## config.mk

```make
export PLATFORM = sky130hd
export DESIGN_NAME = bound_ip_register_machine_step_core
export DESIGN_NICKNAME = d
export VERILOG_FILES = /design/src/sv/bipms_pkg.sv /design/src/sv/bipms_exec.sv /design/src/sv/bound_ip_register_machine_step_core.sv
export SDC_FILE = /design/constraint.sdc
export NUM_CORES = 2
export LEC_CHECK = 0
export ABC_AREA = 1
export BUFFER_PORTS_ARGS = -buffer_cell sky130_fd_sc_hd__buf_2
export CAP_MARGIN = 5
export CORE_MARGIN = 5
export CORE_UTILIZATION = 53
export DETAILED_ROUTE_END_ITERATION = 6
export HOLD_SLACK_MARGIN = 0.15
export PLACE_DENSITY = 0.71
export RECOVER_POWER = 50
export SYNTH_ARGS = -nofsm -noshare
export SYNTH_HDL_FRONTEND = slang
export SYNTH_SLANG_ARGS = --single-unit
```

## constraint.sdc

```tcl
create_clock -name clk -period 11.67 [get_ports clk]
set_input_delay 2.334 -clock clk [delete_from_list [all_inputs] [get_ports clk]]
set_output_delay 2.334 -clock clk [all_outputs]
set_load 0.02 [all_outputs]
```

## src/sv/bipms_pkg.sv

```systemverilog
// Package for the bound-IP register machine step core.
// Holds opcode and config index codes, stream payload layouts and widths.
// No dependencies.
`default_nettype none

package bipms_pkg;

    localparam int DATA_W       = 32;
    localparam int NUM_OUT_REGS = 6;
    localparam int CFG_INDEX_W  = 1;
    localparam int CFG_WDATA_W  = 7;
    localparam int IN_TDATA_W   = 72;
    localparam int OUT_TDATA_W  = 232;
    localparam int IN_FIELDS_W  = 71;
    localparam int OUT_FIELDS_W = 225;

    localparam logic [2:0] IP_BINDING_RST     = 3'd0;
    localparam logic [6:0] PROGRAM_LENGTH_RST = 7'd64;

    typedef enum logic [3:0] {
        OP_ADDR, OP_ADDI, OP_MULR, OP_MULI,
        OP_BANR, OP_BANI, OP_BORR, OP_BORI,
        OP_SETR, OP_SETI, OP_GTIR, OP_GTRI,
        OP_GTRR, OP_EQIR, OP_EQRI, OP_EQRR
    } opcode_t;

    typedef enum logic [CFG_INDEX_W-1:0] {
        CFG_IP_BINDING,
        CFG_PROGRAM_LENGTH
    } cfg_index_t;

    // Last member sits in the lowest bits: matches the s_tdata layout.
    typedef struct packed {
        logic [2:0]               dest_index;
        logic signed [DATA_W-1:0] operand_b;
        logic signed [DATA_W-1:0] operand_a;
        opcode_t                  opcode;
    } instr_t;

    typedef struct packed {
        logic [2:0] ip_binding;
        logic [6:0] program_length;
    } cfg_t;

    typedef struct packed {
        logic                     halted;
        logic signed [DATA_W-1:0] next_ip;
    } exec_status_t;

endpackage

`default_nettype wire

```

## src/sv/bipms_exec.sv

```systemverilog
// Single-pass execute logic: IP copy, operand read, ALU, write-back, next IP.
// Purely combinational. Depends on bipms_pkg.
`default_nettype none

module bipms_exec #(
    parameter int NUM_REGS      = 6,
    parameter int PROGRAM_DEPTH = 64
) (
    input  bipms_pkg::instr_t                          instr,
    input  logic [NUM_REGS-1:0][bipms_pkg::DATA_W-1:0] rf,
    input  logic [bipms_pkg::DATA_W-1:0]               ip,
    input  bipms_pkg::cfg_t                            cfg,
    output logic [NUM_REGS-1:0][bipms_pkg::DATA_W-1:0] rf_next,
    output bipms_pkg::exec_status_t                    status
);

    localparam int IDX_W = (NUM_REGS > 1) ? $clog2(NUM_REGS) : 1;
    localparam int DW    = bipms_pkg::DATA_W;

    logic [DW-1:0]              bind_ext;
    logic [DW-1:0]              dest_ext;
    logic                       bind_ok;
    logic                       a_ok;
    logic                       b_ok;
    logic                       dest_ok;
    logic [IDX_W-1:0]           bidx;
    logic [IDX_W-1:0]           aidx;
    logic [IDX_W-1:0]           bidx_b;
    logic [IDX_W-1:0]           didx;
    logic [NUM_REGS-1:0][DW-1:0] rf_ip;
    logic signed [DW-1:0]       ra;
    logic signed [DW-1:0]       rb;
    logic signed [DW-1:0]       src_b;
    logic [DW-1:0]              sum;
    logic [DW-1:0]              prod;
    logic [DW-1:0]              res;
    logic [DW-1:0]              nxt;
    logic [DW-1:0]              plen;
    logic [DW-1:0]              depth;
    logic [DW-1:0]              len;

    assign bind_ext = DW'(cfg.ip_binding);
    assign dest_ext = DW'(instr.dest_index);
    assign bind_ok  = bind_ext < DW'(NUM_REGS);
    assign dest_ok  = dest_ext < DW'(NUM_REGS);
    // negative operands compare as huge unsigned values and read zero
    assign a_ok     = $unsigned(instr.operand_a) < DW'(NUM_REGS);
    assign b_ok     = $unsigned(instr.operand_b) < DW'(NUM_REGS);
    assign bidx     = bind_ext[IDX_W-1:0];
    assign didx     = dest_ext[IDX_W-1:0];
    assign aidx     = instr.operand_a[IDX_W-1:0];
    assign bidx_b   = instr.operand_b[IDX_W-1:0];

    // pointer copy into the bound register, then operand select
    always_comb
    begin
        ra = '0;
        rb = '0;
        for (int j = 0; j < NUM_REGS; j++)
        begin
            rf_ip[j] = (bind_ok && bidx == IDX_W'(j)) ? ip : rf[j];
        end
        for (int j = 0; j < NUM_REGS; j++)
        begin
            if (a_ok && aidx == IDX_W'(j))
            begin
                ra = rf_ip[j];
            end
            if (b_ok && bidx_b == IDX_W'(j))
            begin
                rb = rf_ip[j];
            end
        end
    end

    // opcodes 0..7: odd codes take the immediate as second operand
    assign src_b = instr.opcode[0] ? instr.operand_b : rb;
    assign sum   = ra + src_b;
    assign prod  = ra * src_b;

    always_comb
    begin
        unique case (instr.opcode)
            bipms_pkg::OP_ADDR, bipms_pkg::OP_ADDI: res = sum;
            bipms_pkg::OP_MULR, bipms_pkg::OP_MULI: res = prod;
            bipms_pkg::OP_BANR, bipms_pkg::OP_BANI: res = ra & src_b;
            bipms_pkg::OP_BORR, bipms_pkg::OP_BORI: res = ra | src_b;
            bipms_pkg::OP_SETR: res = ra;
            bipms_pkg::OP_SETI: res = instr.operand_a;
            bipms_pkg::OP_GTIR: res = {{(DW-1){1'b0}}, instr.operand_a > rb};
            bipms_pkg::OP_GTRI: res = {{(DW-1){1'b0}}, ra > instr.operand_b};
            bipms_pkg::OP_GTRR: res = {{(DW-1){1'b0}}, ra > rb};
            bipms_pkg::OP_EQIR: res = {{(DW-1){1'b0}}, instr.operand_a == rb};
            bipms_pkg::OP_EQRI: res = {{(DW-1){1'b0}}, ra == instr.operand_b};
            bipms_pkg::OP_EQRR: res = {{(DW-1){1'b0}}, ra == rb};
            default:            res = '0;
        endcase
    end

    always_comb
    begin
        for (int j = 0; j < NUM_REGS; j++)
        begin
            rf_next[j] = (dest_ok && didx == IDX_W'(j)) ? res : rf_ip[j];
        end
    end

    // unbound pointer reads zero, so the next pointer is one
    assign nxt   = bind_ok ? (rf_next[bidx] + DW'(1)) : DW'(1);
    assign plen  = DW'(cfg.program_length);
    assign depth = DW'(PROGRAM_DEPTH);
    assign len   = (plen > depth) ? depth : plen;

    assign status.next_ip = nxt;
    assign status.halted  = nxt[DW-1] || (nxt >= len);

endmodule

`default_nettype wire

```

## src/sv/bound_ip_register_machine_step_core.sv

```systemverilog
// Top level of the bound-IP register machine step core.
// Input register, execute logic (bipms_exec), state and result register.
// Depends on bipms_pkg and bipms_exec.
//
//  channel | dir | handshake          | payload
//  --------+-----+--------------------+-------------------------------------------
//  cfg     | in  | cfg_we             | cfg_index, cfg_wdata
//  s       | in  | s_tvalid/s_tready  | s_tdata: opcode, operand_a, operand_b, dest
//  m       | out | m_tvalid/m_tready  | m_tdata: next_ip, halted, reg_zero..reg_five
//
// One instruction per cycle sustained while the m side does not stall; each
// accepted transaction passes the input register, then the result register.
// The register file and pointer update in the same cycle the result loads.
// Reset returns register 0 to one, the rest and the pointer to zero.
// A stalled m side holds one result plus one instruction in the input
// register; s_tready drops only then.
`default_nettype none

module bound_ip_register_machine_step_core #(
    parameter int NUM_REGS      = 6,
    parameter int PROGRAM_DEPTH = 64
) (
    input  logic                                  clk,
    input  logic                                  rst_n,
    input  logic                                  cfg_we,
    input  logic [bipms_pkg::CFG_INDEX_W-1:0]     cfg_index,
    input  logic [bipms_pkg::CFG_WDATA_W-1:0]     cfg_wdata,
    input  logic                                  s_tvalid,
    output logic                                  s_tready,
    // opcode[3:0], operand_a[35:4], operand_b[67:36], dest_index[70:68], pad
    input  logic [bipms_pkg::IN_TDATA_W-1:0]      s_tdata,
    output logic                                  m_tvalid,
    input  logic                                  m_tready,
    // next_ip[31:0], halted[32], reg_zero[64:33] .. reg_five[224:193], pad
    output logic [bipms_pkg::OUT_TDATA_W-1:0]     m_tdata
);

    localparam int DW = bipms_pkg::DATA_W;

    logic                                   in_valid_reg;
    bipms_pkg::instr_t                      instr_reg;
    logic                                   out_valid_reg;
    logic [bipms_pkg::OUT_TDATA_W-1:0]      out_data_reg;
    logic [NUM_REGS-1:0][DW-1:0]            rf_reg;
    logic [NUM_REGS-1:0][DW-1:0]            rf_next;
    logic [DW-1:0]                          ip_reg;
    bipms_pkg::cfg_t                        cfg_reg;
    bipms_pkg::exec_status_t                status;
    logic                                   advance;
    logic [bipms_pkg::NUM_OUT_REGS-1:0][DW-1:0] out_regs;
    logic [bipms_pkg::OUT_TDATA_W-1:0]      out_data_next;

    assign advance  = in_valid_reg && (!out_valid_reg || m_tready);
    assign s_tready = !in_valid_reg || advance;
    assign m_tvalid = out_valid_reg;
    assign m_tdata  = out_data_reg;

    always_ff @(posedge clk or negedge rst_n)
    begin
        if (!rst_n)
        begin
            cfg_reg <= {bipms_pkg::IP_BINDING_RST, bipms_pkg::PROGRAM_LENGTH_RST};
        end
        else if (cfg_we)
        begin
            unique case (bipms_pkg::cfg_index_t'(cfg_index))
                bipms_pkg::CFG_IP_BINDING:
                    cfg_reg.ip_binding <= cfg_wdata[2:0];
                bipms_pkg::CFG_PROGRAM_LENGTH:
                    cfg_reg.program_length <= cfg_wdata[6:0];
                default:
                    cfg_reg <= cfg_reg;
            endcase
        end
    end

    always_ff @(posedge clk or negedge rst_n)
    begin
        if (!rst_n)
        begin
            in_valid_reg <= 1'b0;
        end
        else if (s_tready)
        begin
            in_valid_reg <= s_tvalid;
        end
    end

    always_ff @(posedge clk)
    begin
        if (s_tvalid && s_tready)
        begin
            instr_reg <= bipms_pkg::instr_t'(s_tdata[bipms_pkg::IN_FIELDS_W-1:0]);
        end
    end

    bipms_exec #(
        .NUM_REGS      (NUM_REGS),
        .PROGRAM_DEPTH (PROGRAM_DEPTH)
    ) u_exec (
        .instr   (instr_reg),
        .rf      (rf_reg),
        .ip      (ip_reg),
        .cfg     (cfg_reg),
        .rf_next (rf_next),
        .status  (status)
    );

    always_ff @(posedge clk or negedge rst_n)
    begin
        if (!rst_n)
        begin
            rf_reg <= {{(NUM_REGS-1){DW'(0)}}, DW'(1)};
            ip_reg <= '0;
        end
        else if (advance)
        begin
            rf_reg <= rf_next;
            ip_reg <= status.next_ip;
        end
    end

    // result fields for registers the file does not have read zero
    for (genvar j = 0; j < bipms_pkg::NUM_OUT_REGS; j++)
    begin : g_out_regs
        if (j < NUM_REGS)
        begin : g_present
            assign out_regs[j] = rf_next[j];
        end
        else
        begin : g_absent
            assign out_regs[j] = '0;
        end
    end

    assign out_data_next = {
        {(bipms_pkg::OUT_TDATA_W - bipms_pkg::OUT_FIELDS_W){1'b0}},
        out_regs, status.halted, status.next_ip
    };

    always_ff @(posedge clk or negedge rst_n)
    begin
        if (!rst_n)
        begin
            out_valid_reg <= 1'b0;
        end
        else if (advance)
        begin
            out_valid_reg <= 1'b1;
        end
        else if (m_tready)
        begin
            out_valid_reg <= 1'b0;
        end
    end

    always_ff @(posedge clk)
    begin
        if (advance)
        begin
            out_data_reg <= out_data_next;
        end
    end

endmodule

`default_nettype wire

```

==> flow_summary.json <==
{
  "arrival_ps": 11790,
  "numClockSinks": 532,
  "hold_viol": 0,
  "p_int_mw": 5.39,
  "grt.overflow.total": 0,
  "max_cap_violations": 4,
  "finalCritPeriodShare_pct": 97.4,
  "power.density_nw_per_um2": 149,
  "rsz0062_at_grt": "yes",
  "switchingPower_mw": 4.12,
  "power_mw": 9.51,
  "htreeDepth": 2,
  "hold_slack_ps": 478,
  "fin_nets": 8797,
  "p_sw_share_pct": 43.3,
  "largest_reg_flops": 225,
  "cts_buffers": 60,
  "power_leakage_nw": 32.2,
  "dp_hpwl_um": 191000,
  "yosys_register_bits": 532,
  "grt_usage_pct": 43.8,
  "peakVddDrop_v": 0.000223,
  "combinationalPowerShare_pct": 45.0,
  "layout.cells.non_filler": 9332,
  "clock-root-buffer": "clkbuf_16",
  "ys_warn_count": 0,
  "drtPass1Iterations": 7,
  "drtAntennaViolNets": 0,
  "worstHoldPathType": "flip-flop to flip-flop",
  "floorplan.rows": 115,
  "ys.flop_type": "edfxtp_1",
  "slowest_delay_ps": 540,
  "path_common_cell": "inv_1",
  "cts_tree": "yes",
  "grt_pass1_vias": 53000,
  "portBuffers": 310,
  "dieWidth_um": 325,
  "grt_max_degree": 227,
  "drive_above_1_share_pct": 17.5,
  "die_h_um": 325,
  "async_flop_share_pct": 44.4,
  "end_kind": "flip-flop",
  "cts_buffer_depth": 3,
  "final_cell_mix": "nand2_1 (1844), inv_1 (1135), buf_4 (853)",
  "worst_slew_pin_slew_ps": 4530,
  "netlist_area_um2": 52600,
  "antenna_found_initial": 12,
  "synthCells": 7027,
  "crit_buf_inv": 14,
  "critPathTopFamily": "adder cells",
  "io_pins": 319,
  "critPathRequiredTime_ps": 12100,
  "layout_commonest_cell": "nand2_1",
  "synth_edf_count": 296,
  "cts_hold_buffers": 0,
  "drv_slew": 260,
  "max_slew_margin_pct": -202,
  "violations": "max-capacitance violations, max-slew violations",
  "fin_crit_ps": 11360,
  "via_per_inst": 5.88,
  "drcViolationCount": 0,
  "syn_avg_cell_area_um2": 7.49,
  "pwr-share-clk_pct": 22.1,
  "coreArea_um2": 98400,
  "die-area_um2": 106000,
  "path_class": "flip-flop to flip-flop",
  "syn_to_final_growth_pct": 21.5,
  "clk_pin_slew_ps": 60,
  "pwr-share-seq_pct": 32.9,
  "post_drt_wl_per_cell_um": 25.5,
  "drt_iter0_drc": 7516,
  "cpMaxStageDelayCell": "xor2_1",
  "worstSkewPairLatency_ps": 690,
  "initial_utilization_pct": 53.4,
  "utilization_pct": 64.9,
  "gp_congestion": 1.06,
  "grt_first_pass_wirelength_um": 344000,
  "routed_wirelength_um": 238000,
  "placed_cells": 9191,
  "skew_ps": 43.4,
  "fmax_mhz": 88.0,
  "ys_types": 79,
  "run_status": "finished, violations left",
  "vias": 54900,
  "setup_viol": 0,
  "cp_max_fo": 16,
  "start_kind": "flip-flop",
  "yosysSeqAreaShare_pct": 28.1
}
## layer usage
layer,track usage [%],up-vias,wire (um)
li1,-,24300,-
met1,56.4,25900,87700
met2,65.4,3797,100000
met3,12.9,891,31500
met4,26.3,4,18500
met5,0,-,33
## cells in the mapped netlist, drive strengths merged, types with 29 or more instances
library cell	count	area, um2
buf	133	741
o211ai	52	415
edfxtp	296	8890
a31oi	32	200
ha	318	3980
nand2	1895	7190
inv	1177	4420
a21oi	221	1140
nand3	409	2090
fa	409	8190
o21ai	644	3300
nand4	79	543
nor3	29	150
dfrtp	234	5860
nor2	587	2340
or2	73	457
clkbuf	180	676
xor2	31	272
## power groups by stage
stage	Sequential (mW)	Combinational [mW]	Clock [mW]
after floorplan	3.29	1.84	0
after global placement	3.11	4.08	0
after detailed placement	3.12	4.14	0
after CTS	3.10	4.17	2.11
after global routing	3.17	4.54	2.20
final	3.13	4.28	2.10
## worst paths after layout
kind / from / to / slack, ps / cells after the start
setup / recovery: cfg_reg[9]$_DFFE_PN0P_ / m_tdata[32]$_DFFE_PP_ / 310 / 51
hold / removal: rf_reg[149]$_DFFE_PN0P_ / rf_reg[149]$_DFFE_PN0P_ / 480 / 2
setup reg to reg: cfg_reg[9]$_DFFE_PN0P_ / m_tdata[32]$_DFFE_PP_ / 310 / 51
hold reg to reg: rf_reg[149]$_DFFE_PN0P_ / rf_reg[149]$_DFFE_PN0P_ / 480 / 2
max in group asynchronous: rst_n / cfg_reg[9]$_DFFE_PN0P_ / 3100 / 2
min in group asynchronous: rst_n / ip_reg[31]$_DFFE_PN0P_ / 3020 / 1
## tightest hold or removal path: stages (launching register included)
cell     delay [ps]
dfrtp_1         340
nand2_1          60
nand2_1          50
## logic make-up after synthesis
kind of cell    after synthesis  share of synthesized area (%)
mux                           4                         0.0832
compound gates             1087                           11.8
flops                       532                           28.1
simple gates               3118                           24.9
xor+xnor                     43                          0.716
other cells                   1                        0.00713
fa+ha+maj                   727                           23.1
buf+inv                    1515                           11.3
## area by class of cell
type                    instances  area [um2]
well taps                    1287        1610
clock inverters                41         561
multi-input cells            4986       32400
flip-flops and latches        532       14800
repair buffers               1202        8350
repair inverters                1        7.51
fillers                      8886       34500
clock buffers                  73        1620
inverters                    1202        4560
diodes                          8        20.0
## stage by stage
step | area [um2] | TNS (ps) | setup WS [ps]
2_1_floorplan | 52600 | 0 | 1640
3_3_place_gp | 61400 | 0 | 131
3_5_place_dp | 61400 | -55.3 | -55.3
4_1_cts | 63600 | 0 | 4.27
5_1_grt | 63900 | -76.5 | -76.5
6_report | 63900 | 0 | 306
## repair_timing
action	4_1_cts	5_1_grt
pin swaps	0	20
buffers inserted	0	18
gates cloned	0	1
endpoints found under the setup margin	1	27
gates resized for setup	6	150
Note: power is estimated with default switching activity, not from simulation.
